==> config.mk <==
export PLATFORM = sky130hd
export DESIGN_NAME = fls_ctrl
export DESIGN_NICKNAME = d
export VERILOG_FILES = /design/src/hdl/fls_pkg.sv /design/src/hdl/fls_ctrl.sv
export SDC_FILE = /design/constraint.sdc
export NUM_CORES = 1
export LEC_CHECK = 0
export BUFFER_PORTS_ARGS = -buffer_cell sky130_fd_sc_hd__buf_2
export CORE_AREA = 2 2 39 41
export DETAILED_ROUTE_END_ITERATION = 8
export DIE_AREA = 0 0 41 43
export PLACE_DENSITY = 0.44
export SYNTH_ARGS = -nofsm -noshare
export SYNTH_HDL_FRONTEND = slang
export SYNTH_SLANG_ARGS = --single-unit
==> constraint.sdc <==
create_clock -name clock -period 1.7 [get_ports clock]
set_clock_uncertainty 0.05 [all_clocks]
set_input_delay 0.17 -clock clock [delete_from_list [all_inputs] [get_ports clock]]
set_output_delay 0.17 -clock clock [all_outputs]
set_load 0.1 [all_outputs]
==> src/hdl/fls_pkg.sv <==
// package: shared types and constants for the frame free-list stack
`timescale 1ns / 1ps
package fls_pkg;

   localparam int ADDR_W  = 28;
   localparam int CNT_W   = 13;
   localparam int WANT_W  = 7;
   localparam int BYTES_W = 17;
   localparam int CSR_W   = 17;
   localparam int CSR_IDX_W = 1;

   localparam logic [1:0] ACT_REBUILD = 2'd0;
   localparam logic [1:0] ACT_ALLOC   = 2'd1;
   localparam logic [1:0] ACT_RELEASE = 2'd2;
   localparam logic [1:0] ACT_UNUSED  = 2'd3;

   localparam logic [CSR_IDX_W-1:0] CSR_FRAME_COUNT = 1'b0;
   localparam logic [CSR_IDX_W-1:0] CSR_FRAME_BYTES = 1'b1;

   localparam logic [CNT_W-1:0]   FRAME_COUNT_RESET = 13'd4096;
   localparam logic [BYTES_W-1:0] FRAME_BYTES_RESET = 17'd4096;

   typedef struct packed {
      logic [1:0]        action;
      logic [WANT_W-1:0] want_count;
      logic [ADDR_W-1:0] release_addr;
   } req_type;

   typedef struct packed {
      logic [ADDR_W-1:0] frame_addr;
      logic              addr_valid;
      logic              last;
      logic [CNT_W-1:0]  free_count;
      logic              dropped;
   } rsp_type;

   typedef enum logic [1:0] {
      ST_IDLE,
      ST_FILL,
      ST_POP,
      ST_RESULT
   } state_type;

   typedef struct packed {
      logic start;
      logic fill_step;
      logic pop;
   } cmd_type;

   typedef struct packed {
      logic [1:0] action;
      logic       lim_zero;
      logic       alloc_zero;
      logic       fill_last;
      logic       remain_zero;
   } status_type;

endpackage

==> src/hdl/fls_ctrl.sv <==
// controller state machine for the frame free-list stack
`timescale 1ns / 1ps
module fls_ctrl (
   input  logic                 clock,
   input  logic                 reset,
   input  logic                 req_valid,
   output logic                 req_stall,
   output logic                 rsp_valid,
   input  logic                 rsp_stall,
   input  fls_pkg::status_type  status,
   output fls_pkg::cmd_type     cmd
);

   fls_pkg::state_type state_ff, state_in;

   always_comb begin
      state_in = state_ff;
      case (state_ff)
         fls_pkg::ST_IDLE: begin
            if (req_valid) begin
               case (status.action)
                  fls_pkg::ACT_REBUILD:
                     state_in = status.lim_zero ? fls_pkg::ST_RESULT : fls_pkg::ST_FILL;
                  fls_pkg::ACT_ALLOC:
                     state_in = status.alloc_zero ? fls_pkg::ST_RESULT : fls_pkg::ST_POP;
                  default:
                     state_in = fls_pkg::ST_RESULT;
               endcase
            end
         end
         fls_pkg::ST_FILL: begin
            if (status.fill_last) begin
               state_in = fls_pkg::ST_RESULT;
            end
         end
         fls_pkg::ST_POP: begin
            state_in = fls_pkg::ST_RESULT;
         end
         fls_pkg::ST_RESULT: begin
            if (!rsp_stall) begin
               state_in = status.remain_zero ? fls_pkg::ST_IDLE : fls_pkg::ST_POP;
            end
         end
         default: begin
            state_in = fls_pkg::ST_IDLE;
         end
      endcase
   end

   always_comb begin
      cmd       = '0;
      req_stall = 1'b1;
      rsp_valid = 1'b0;
      case (state_ff)
         fls_pkg::ST_IDLE: begin
            req_stall = 1'b0;
            cmd.start = req_valid;
         end
         fls_pkg::ST_FILL: begin
            cmd.fill_step = 1'b1;
         end
         fls_pkg::ST_POP: begin
            cmd.pop = 1'b1;
         end
         fls_pkg::ST_RESULT: begin
            rsp_valid = 1'b1;
         end
         default: begin
            cmd = '0;
         end
      endcase
   end

   always_ff @(posedge clock) begin
      if (reset) begin
         state_ff <= fls_pkg::ST_IDLE;
      end else begin
         state_ff <= state_in;
      end
   end

`ifndef NO_ASSERTIONS
   // an accepted transaction always leaves idle
   a_accept_busy: assert property (@(posedge clock) disable iff (reset)
      (req_valid && !req_stall) |=> (state_ff != fls_pkg::ST_IDLE))
      else $error("accepted request did not leave idle");

   // the final result returns the controller to idle
   a_last_idle: assert property (@(posedge clock) disable iff (reset)
      (rsp_valid && !rsp_stall && status.remain_zero) |=> (state_ff == fls_pkg::ST_IDLE))
      else $error("final result did not return to idle");
`endif

endmodule

# --- Word-level counts from Yosys, hierarchy flattened ---
# Index checks and enable logic that the tools add are counted.
totals:
  ff_bits: 2
  in_bits: 10
  output_inout_bits: 5
  wordCells: 24
classes:
  muxes: 13
  n_eq_ne: 7
  n_reduce_logical: 3
op_table:
  columns: ["op", "n"]
  rows:
  - ["two-way mux 2 bit", 5]
  - ["one-hot mux 2 bit (4 select lines)", 1]
  - ["two-way mux 1 bit", 6]
  - ["inequality test 2 bit, second input constant", 3]
  - ["equality test 2 x 1 -> 1 bit, second input constant", 2]
  - ["equality test 2 bit, second input constant", 2]
  - ["zero test 2 bit", 2]
  - ["one-hot mux 2 bit (2 select lines)", 1]
  - ["AND reduction 3 bit", 1]

# --- Longest topological paths before layout ---
# Gate-level depths: netlist of the first run.
depth:
  depth_word: 4
  ltp_mapped: 5
  depth_no_buf: 5

# --- Worst setup path after synthesis of the first run ---
# Ideal clock, no wire load.
synth_path:
  path_type: "register to register"
  from: "reg state_ff[1]"
  to: "reg state_ff[1]"
  required_time_ps: 1583
  setup_time_ps: 67
  arrival_time_ps: 1852
  setup_slack_ps: -269
  synth_period_minus_slack_ps: 1969
  path_buffers: 0
  stages_incl_launch_ff: 6
  path_cell_list: "dfxtp_1 > inv_1 > ha_1 > nand2b_1 > a311o_1 > o21ai_2"
synth_between:
  elab_chain_len: 3
  elab_cells_between_ends: 9
  classes_between: "eq/ne: 6; mux: 1; reduce/logical: 2"
synth_lines:
  columns: ["element", "line", "source"]
  rows:
  - ["from (decl)", "fls_ctrl.sv:14", "fls_pkg::state_type state_ff, state_in;"]
  - ["from (signal assigned)", "fls_ctrl.sv:76", "state_ff <= fls_pkg::ST_IDLE;"]
  - ["from (signal assigned)", "fls_ctrl.sv:78", "state_ff <= state_in;"]
  - ["equality test 2 x 1 -> 1 bit, or another cell as far along", "fls_ctrl.sv:18", "case (state_ff)"]
  - ["inequality test 2 bit (no source line)", null, null]
  - ["AND reduction 3 bit (no source line)", null, null]
# Parallel ways exist; a longest one is shown, timed or not.
# A chain may end at the register's enable or synchronous reset.

==> results by group, run 1 <==
Timing
  – Fin. Hold Viols: 0
  – Setup-failing EPs final: 0
  – Worst-Margin Slew: 484 ps
  – Period Utilization, post-route: 0.897
  – Max-slew violation count: 0
  – Post-layout min period: 1520 ps
  – FMAX: 656 MHz
  – Slew headroom: 0.680
  – Final worst slack: 175 ps
  – Unrepaired setup endpoints after global routing: no
  – Setup TNS: 0 ps

Clock network
  – Hold-fix buffers at CTS: 0
  – Quantity of gates resized following cts: 0
  – Clock Latency Late Sink: 220 ps
  – TritonCTS clock tree: yes
  – Num CTS Buffers: 3
  – # H-tree levels: 1
  – Root Driver: clkbuf_4
  – Worst-case clock buffer depth: 2
  – Clock Sinks: 2
  – Postcts setup bufs: 0
  – Clock transition at the registers of the reported paths: 30 ps

Global routing
  – First-pass GRT wire length: 841 µm
  – Gr ovfl total: 0
  – Vias in the first global route: 237
  – Gr usage total: 0.0761
  – Initial antenna violation count: 0
  – Largest net degree at the start of global routing: 7

Routing
  – Initial DRT Pass Iterations: 3
  – Post-route ant nets: 0
  – DRC violation count after routing: 0
  – Wirelength, routed: 528 µm
  – Starting DRT DRC Count: 3
  – Routed vias: 228
  – DR vias/cell: 4.00
  – Routed length per instance: 9.26 µm

Setup path
  – Worst Setup End Kind: primary output
  – WS Path Type: flop to primary output
  – R2R Setup Slk: 340 ps
  – CP cell instances: inv_1 > ha_1 > and2_2 > buf_12
  – CP max-delay cell: dfxtp_1
  – Worst path required time: 1480 ps
  – CP Launch Type: flop
  – Delay of the slowest critical-path stage: 350 ps
  – Crit-path max FO: 6
  – WP data arrival: 1300 ps

Yosys
  – Avg Inst Size Synth: 9.07 µm²
  – Top post-synthesis cells by count: ha_1 (4), inv_1 (3), dfxtp_1 (2), nand2b_1 (2)
  – Main synth FF type: dfxtp_1
  – Async S/R FF share, synth: 0
  – EDFF count, synth: 0
  – Mapped Area: 218 µm²
  – Area leader, netlist: ha_1
  – Synthesized flop and latch total: 2
  – Synth top area share: 0.230
  – Most common cell in the netlist: ha_1
  – Total number of yosys warnings: 0
  – Synth cell types: 17
  – Synth top area cells: ha_1 (23%), dfxtp_1 (18%), and4bb_1 (5.7%)
  – Post-synth net total: 38
  – Seq/Total Area, Yosys: 0.184
  – Cells after Synth: 24

Place
  – I/O Buffers: 14
  – Hpwl dp: 456 µm
  – Pre-CTS WS: 324 ps
  – RePlAce Congestion: 0.606

Floorplan
  – Die Area: 0.00176 mm²
  – Die H: 43 µm
  – Core box area: 0.00138 mm²
  – # rows: 14
  – Die W: 41 µm
  – Initial core utilization: 0.157
  – IO Pins: 15

Layout
  – Max reg flops: 2
  – Biggest regs: state_ff: 2 flops
  – Top reg by flops: state_ff
  – Nets: 57
  – Area delta synth->final: 67.8%
  – Ant. Diodes: 0
  – Layout cells sized above 1: 0.537

Flow run
  – Max Cap Violations: 0

Outcome
  – Status: finished, final reports clean

Hold path
  – HP Class: input pin to flop
[routing by layer]
metal / share of wire / global-route usage / vias to the layer above / wire, µm
li1: - / - / 123 / -
met1: 0.38 / 0.0605 / 102 / 198
met2: 0.59 / 0.122 / 3 / 310
met3: 0.036 / 0.0314 / 0 / 19
met4: 0 / 0.0800 / 0 / 0
met5: 0 / 0 / - / 0
[path summary, 6_finish.rpt]
check,start,end,cells after the start
worst min register to register,state_ff[1],state_ff[1],3
worst max-delay path,state_ff[0],cmd[2],4
worst min-delay path,reset,state_ff[1],3
worst max register to register,state_ff[0],state_ff[0],5
[metrics by stage]
stage                     hold slack, ps  utilization  std cells  instance area [µm²]
after floorplan                      314            -         24                  223
after global placement               471        0.248         54                  343
after detailed placement             469        0.248         54                  343
after CTS                            239        0.264         57                  365
after global routing                 240        0.264         57                  365
final                                251        0.264         57                  365
[cell type report]
class,instances,area (µm²)
Tap cell,16,20.0
Sequential cell,2,40.0
Multi-Input combinational cell,19,171
Fill cell,154,1020
Inverter,3,11.3
Clock buffer,3,22.5
Timing Repair Buffer,14,100
[kinds of logic after synthesis]
logic type	count (synthesis)	share of synthesized area
DFF	2	0.184
adders and majority gates	4	0.230
and+or+nand+nor	10	0.328
buffers and inverters	3	0.0517
AOI/OAI and AO/OA	5	0.207
[cells in the final DEF, fill, tap and decap left out, drive strengths merged, types with 2 or more instances in the layout]
master | synthesis | routed
nand2b | 3 | 3
dfxtp | 2 | 2
clkbuf | 0 | 3
buf | 0 | 14
inv | 3 | 3
ha | 4 | 4
[worst max-delay path: cells and delay by family, from the launching register on]
family        cells  cell delay [ps]
buf+inv           2              250
flops             1              350
simple gates      1              210
fa+ha+maj         1              260
Power of run 1 is not shown: default switching activity piles up to over one toggle a cycle in this logic, so the estimate is an artifact.
==> inputs of run 2 (changes only) <==
Settings changed: PLACE_DENSITY 0.44 to default.
==> run 2 against run 1 <==
- sequential cell count unchanged
- hold slack got worse by 14 ps
- cell area shrank 3.4%
- first-iteration DRC count grew 130%
- via count up 3.9%
- cell count unchanged
- sequential share of layout area increased by 0.39 points
- critical endpoint is now req_stall
- highest routed layer unchanged
==> results by group, run 2 (same netlist as run 1, synthesis figures left out) <==
Layout
  – Top reg by flops: state_ff (unchanged)
  – Area occupied by multi-input gates: 171 µm² (unchanged)
  – Nets: 57 (unchanged)
  – Fillers: 156 (was 154)
  – Commonest cells after routing, fill and taps aside: buf_2 (12), clkbuf_4 (4), inv_1 (3) (was buf_2 (12), inv_1 (3), clkbuf_4 (3))
  – FF+latch area: 40.0 µm² (unchanged)
  – Ant. Diodes: 0 (unchanged)
  – Biggest regs: state_ff: 2 flops (unchanged)
  – Layout cells sized above 1: 0.537 (unchanged)
  – Most common cell after layout, fill and taps aside: buf_2 (unchanged)
  – Area delta synth->final: 62.1% (was 67.8%)
  – Max reg flops: 2 (unchanged)

Global routing
  – Met1 Track Usage GR: 0.0669 (was 0.0605)
  – Gr usage total: 0.0741 (was 0.0761)
  – Gr ovfl total: 0 (unchanged)
  – Met2 usage: 0.100 (was 0.122)
  – Largest net degree at the start of global routing: 7 (unchanged)
  – First-pass GRT wire length: 807 µm (was 841 µm)
  – Vias in the first global route: 218 (was 237)
  – Busiest layer in global routing: met2 (unchanged)
  – Initial antenna violation count: 0 (unchanged)
  – Met3 Use GR: 0.0628 (was 0.0314)

Clock network
  – Hold-fix buffers at CTS: 0 (unchanged)
  – Root Driver: clkbuf_4 (unchanged)
  – Clock Latency Late Sink: 220 ps (about the same)
  – Clock transition at the registers of the reported paths: 30 ps (about the same)
  – Clock Sinks: 2 (unchanged)
  – # H-tree levels: 1 (unchanged)
  – Worst-case clock buffer depth: 2 (unchanged)
  – Num CTS Buffers: 3 (unchanged)
  – Postcts setup bufs: 0 (unchanged)
  – TritonCTS clock tree: yes (unchanged)

Routing
  – Starting DRT DRC Count: 7 (was 3)
  – DRC violation count after routing: 0 (unchanged)
  – Routed vias: 237 (was 228)
  – Wirelength, routed: 516 µm (was 528 µm)
  – Routed length per instance: 9.05 µm (was 9.26 µm)
  – DR vias/cell: 4.16 (was 4.00)
  – Initial DRT Pass Iterations: 4 (was 3)
  – Post-route ant nets: 0 (unchanged)

Timing
  – Period Utilization, post-route: 0.899 (was 0.897)
  – Worst-Margin Slew: 485 ps (was 484 ps)
  – Slew headroom: 0.679 (was 0.680)
  – Post-layout min period: 1530 ps (was 1520 ps)
  – Setup-failing EPs final: 0 (unchanged)
  – Max-slew violation count: 0 (unchanged)
  – FMAX: 654 MHz (was 656 MHz)
  – Unrepaired setup endpoints after global routing: no (unchanged)
  – Setup TNS: 0 ps (unchanged)
  – Fin. Hold Viols: 0 (unchanged)

Setup path
  – Delay of the slowest critical-path stage: 350 ps (about the same)
  – Worst Setup End Kind: primary output (unchanged)
  – Crit-path max FO: 6 (unchanged)
  – CP bufs+invs: 3 (was 2)
  – Worst path required time: 1480 ps (about the same)
  – WS Path Type: flop to primary output (unchanged)
  – CP cell instances: inv_1 > ha_1 > inv_1 > clkbuf_4 (was inv_1 > ha_1 > and2_2 > buf_12)
  – CP max-delay cell: dfxtp_1 (unchanged)
  – WP data arrival: 1310 ps (was 1300 ps)
  – Crit path max-delay family: buffers and inverters (was flip-flops)
  – CP most frequent cell: inv_1
  – CP Launch Type: flop (unchanged)

Floorplan
  – IO Pins: 15 (unchanged)
  – Die W: 41 µm (unchanged)
  – Die Area: 0.00176 mm² (unchanged)
  – Die H: 43 µm (unchanged)
  – Core box area: 0.00138 mm² (unchanged)
  – Initial core utilization: 0.157 (unchanged)
  – # rows: 14 (unchanged)

Outcome
  – Status: finished, final reports clean (unchanged)

Hold path
  – HP Class: input pin to flop (unchanged)

Place
  – Hpwl dp: 434 µm (was 456 µm)
  – I/O Buffers: 14 (unchanged)
  – RePlAce Congestion: 0.611 (was 0.606)

Flow run
  – Max Cap Violations: 0 (unchanged)
[run 2: cell types whose count changed in the layout (fill, tap and decap cells not counted)]
cell | before | now
buf_12 | 2 | 1
clkbuf_4 | 3 | 4
[run 2: path summary, 6_finish.rpt]
check	slack [ps]	startpoint	endpoint	depth (start not counted)
max	170	state_ff[0]	req_stall	4
min	240	reset	state_ff[1]	3
max reg2reg	320	state_ff[0]	state_ff[0]	5
min reg2reg	600	state_ff[1]	state_ff[1]	3
[run 2: layout make-up]
class                   count  area share
clock buffers               3      0.0638
inverters                   3      0.0319
multi-input cells          19       0.486
flip-flops and latches      2       0.113
well taps                  16      0.0567
repair buffers             14       0.248
[run 2: through the flow]
stage	hold WS, ps	instance area [µm²]	utilization	setup slack [ps]	cells
after global placement	465	328	0.237	327	54
after global routing	232	353	0.255	68.5	57
final	237	353	0.255	171	57
after floorplan	314	223	-	59.3	24
after detailed placement	458	328	0.237	300	54
after CTS	227	350	0.253	55.0	57
[run 2: tightest hold or removal path: cells and delay by family]
family | cells | cell delay [ps]
buffers and inverters | 1 | 110
AOI/OAI and AO/OA | 2 | 180
[run 2: routing by layer]
metal,share of wire,up-vias
met5,0,-
met2,0.44,7
li1,-,126
met1,0.45,104
met4,0,0
met3,0.11,0
[run 2: repair_timing]
action | in CTS | in global routing
resized for setup | 0 | 1
endpoints found under the setup margin | 0 | 1
endpoints found under the hold margin | 0 | 0
Power of run 2 is left out for the same reason.
==> inputs of run 3 (changes only) <==
Settings changed: CELL_PAD_IN_SITES_DETAIL_PLACEMENT from default to 1, CELL_PAD_IN_SITES_GLOBAL_PLACEMENT from default to 2, PLACE_DENSITY_LB_ADDON from default to 0.1.
==> run 3 against run 2 <==
- fmax down 2.3%
- count of clock-buffer cells in the layout unchanged
- via count up 4.6%
- sequential cell count unchanged
- cell area up 3.5%
- largest cell class unchanged
==> results by group, run 3 (same netlist as run 1, synthesis figures left out) <==
Outcome
  – Status: finished, final reports clean (unchanged)

Timing
  – Setup-failing EPs final: 0 (unchanged)
  – FMAX: 639 MHz (was 654 MHz)
  – Max-slew violation count: 0 (unchanged)
  – Unrepaired setup endpoints after global routing: no (unchanged)
  – Fin. Hold Viols: 0 (unchanged)
  – Worst-Margin Slew: 485 ps (about the same)
  – Setup TNS: 0 ps (unchanged)
  – Slew headroom: 0.679 (about the same)
  – Period Utilization, post-route: 0.921 (was 0.899)
  – Post-layout min period: 1560 ps (was 1530 ps)
  – Final worst slack: 135 ps (was 171 ps)

Floorplan
  – # rows: 14 (unchanged)
  – Die Area: 0.00176 mm² (unchanged)
  – Die H: 43 µm (unchanged)
  – IO Pins: 15 (unchanged)
  – Core box area: 0.00138 mm² (unchanged)
  – Initial core utilization: 0.157 (unchanged)
  – Die W: 41 µm (unchanged)

Clock network
  – Hold-fix buffers at CTS: 0 (unchanged)
  – TritonCTS clock tree: yes (unchanged)
  – Postcts setup bufs: 0 (unchanged)
  – # H-tree levels: 1 (unchanged)
  – Clock Latency Late Sink: 230 ps (was 220 ps)
  – Clock transition at the registers of the reported paths: 30 ps (about the same)
  – Clock Sinks: 2 (unchanged)
  – Num CTS Buffers: 3 (unchanged)
  – Quantity of gates resized following cts: 0 (unchanged)
  – Worst-case clock buffer depth: 2 (unchanged)
  – Root Driver: clkbuf_4 (unchanged)

Place
  – I/O Buffers: 14 (unchanged)
  – Pre-CTS WS: 297 ps (was 300 ps)
  – Hpwl dp: 518 µm (was 434 µm)
  – RePlAce Congestion: 0.680 (was 0.611)
  – Number of cells after detailed placement: 54 (unchanged)

Hold path
  – HP Class: input pin to flop (unchanged)
  – Hold depth: 3 (unchanged)

Global routing
  – Vias in the first global route: 268 (was 218)
  – First-pass GRT wire length: 1.08 mm (was 807 µm)
  – Initial antenna violation count: 0 (unchanged)
  – Largest net degree at the start of global routing: 7 (unchanged)
  – Gr ovfl total: 0 (unchanged)
  – Gr usage total: 0.0942 (was 0.0741)

Layout
  – Area delta synth->final: 67.8% (was 62.1%)
  – Biggest regs: state_ff: 2 flops (unchanged)
  – Max reg flops: 2 (unchanged)
  – Most common cell after layout, fill and taps aside: buf_2 (unchanged)
  – Top reg by flops: state_ff (unchanged)
  – Fin cells: 57 (unchanged)
  – Ant. Diodes: 0 (unchanged)
  – Commonest cells after routing, fill and taps aside: buf_2 (12), inv_1 (3), clkbuf_4 (3) (was buf_2 (12), clkbuf_4 (4), inv_1 (3))
  – Core Util, Final: 0.264 (was 0.255)
  – Layout cells sized above 1: 0.537 (unchanged)
  – Nets: 57 (unchanged)

Setup path
  – Worst Setup End Kind: primary output (unchanged)
  – CP max-delay cell: dfxtp_1 (unchanged)
  – CP cell instances: inv_1 > ha_1 > and2_2 > buf_12 (was inv_1 > ha_1 > inv_1 > clkbuf_4)
  – Crit path max-delay family: flip-flops (was buffers and inverters)
  – Worst path depth: 4 (unchanged)
  – Crit-path max FO: 6 (unchanged)
  – R2R depth: 5 (unchanged)
  – CP bufs+invs: 2 (was 3)
  – WP data arrival: 1340 ps (was 1310 ps)
  – Worst path required time: 1480 ps (about the same)
  – CP Launch Type: flop (unchanged)
  – WS Path Type: flop to primary output (unchanged)
  – Delay of the slowest critical-path stage: 370 ps (was 350 ps)

Routing
  – Initial DRT Pass Iterations: 4 (unchanged)
  – Routed vias: 248 (was 237)
  – Routed length per instance: 10.9 µm (was 9.05 µm)
  – Wirelength, routed: 624 µm (was 516 µm)
  – DRC violation count after routing: 0 (unchanged)
  – Post-route ant nets: 0 (unchanged)
  – DR vias/cell: 4.35 (was 4.16)
  – Starting DRT DRC Count: 4 (was 7)

Flow run
  – Max Cap Violations: 0 (unchanged)
==> run 3: routing by layer <==
| layer | GRT usage | up-vias | part of all wire |
|---|---|---|---|
| li1 | - | 123 | - |
| met1 | 0.0990 | 115 | 0.42 |
| met2 | 0.141 | 10 | 0.50 |
| met3 | 0.0471 | 0 | 0.075 |
| met4 | 0.0600 | 0 | 0 |
| met5 | 0 | - | 0 |
==> run 3: layout make-up <==
class | instances | area (µm²)
inverters | 3 | 11.3
clock buffers | 3 | 22.5
flip-flops and latches | 2 | 40.0
repair buffers | 14 | 100
multi-input cells | 19 | 171
fillers | 168 | 1020
well taps | 16 | 20.0
==> run 3: through the flow <==
| step | instance area (µm²) | hold WS, ps |
|---|---|---|
| after floorplan | 223 | 314 |
| after global placement | 343 | 470 |
| after detailed placement | 343 | 468 |
| after CTS | 365 | 222 |
| after global routing | 365 | 235 |
| final | 365 | 225 |
==> run 3: worst reg2reg max path, delay by kind of cell, from the launching register on <==
kind | cells | cell delay, ps
simple gates | 2 | 390
flops | 1 | 370
fa+ha+maj | 1 | 270
compound gates | 1 | 190
buf+inv | 1 | 100
==> run 3: path summary, 6_finish.rpt <==
check	from	endpoint	slack, ps
min reg2reg	state_ff[1]	state_ff[1]	620
max reg2reg	state_ff[0]	state_ff[0]	280
min	reset	state_ff[1]	230
max	state_ff[0]	cmd[2]	140
Power of run 3 is left out for the same reason.
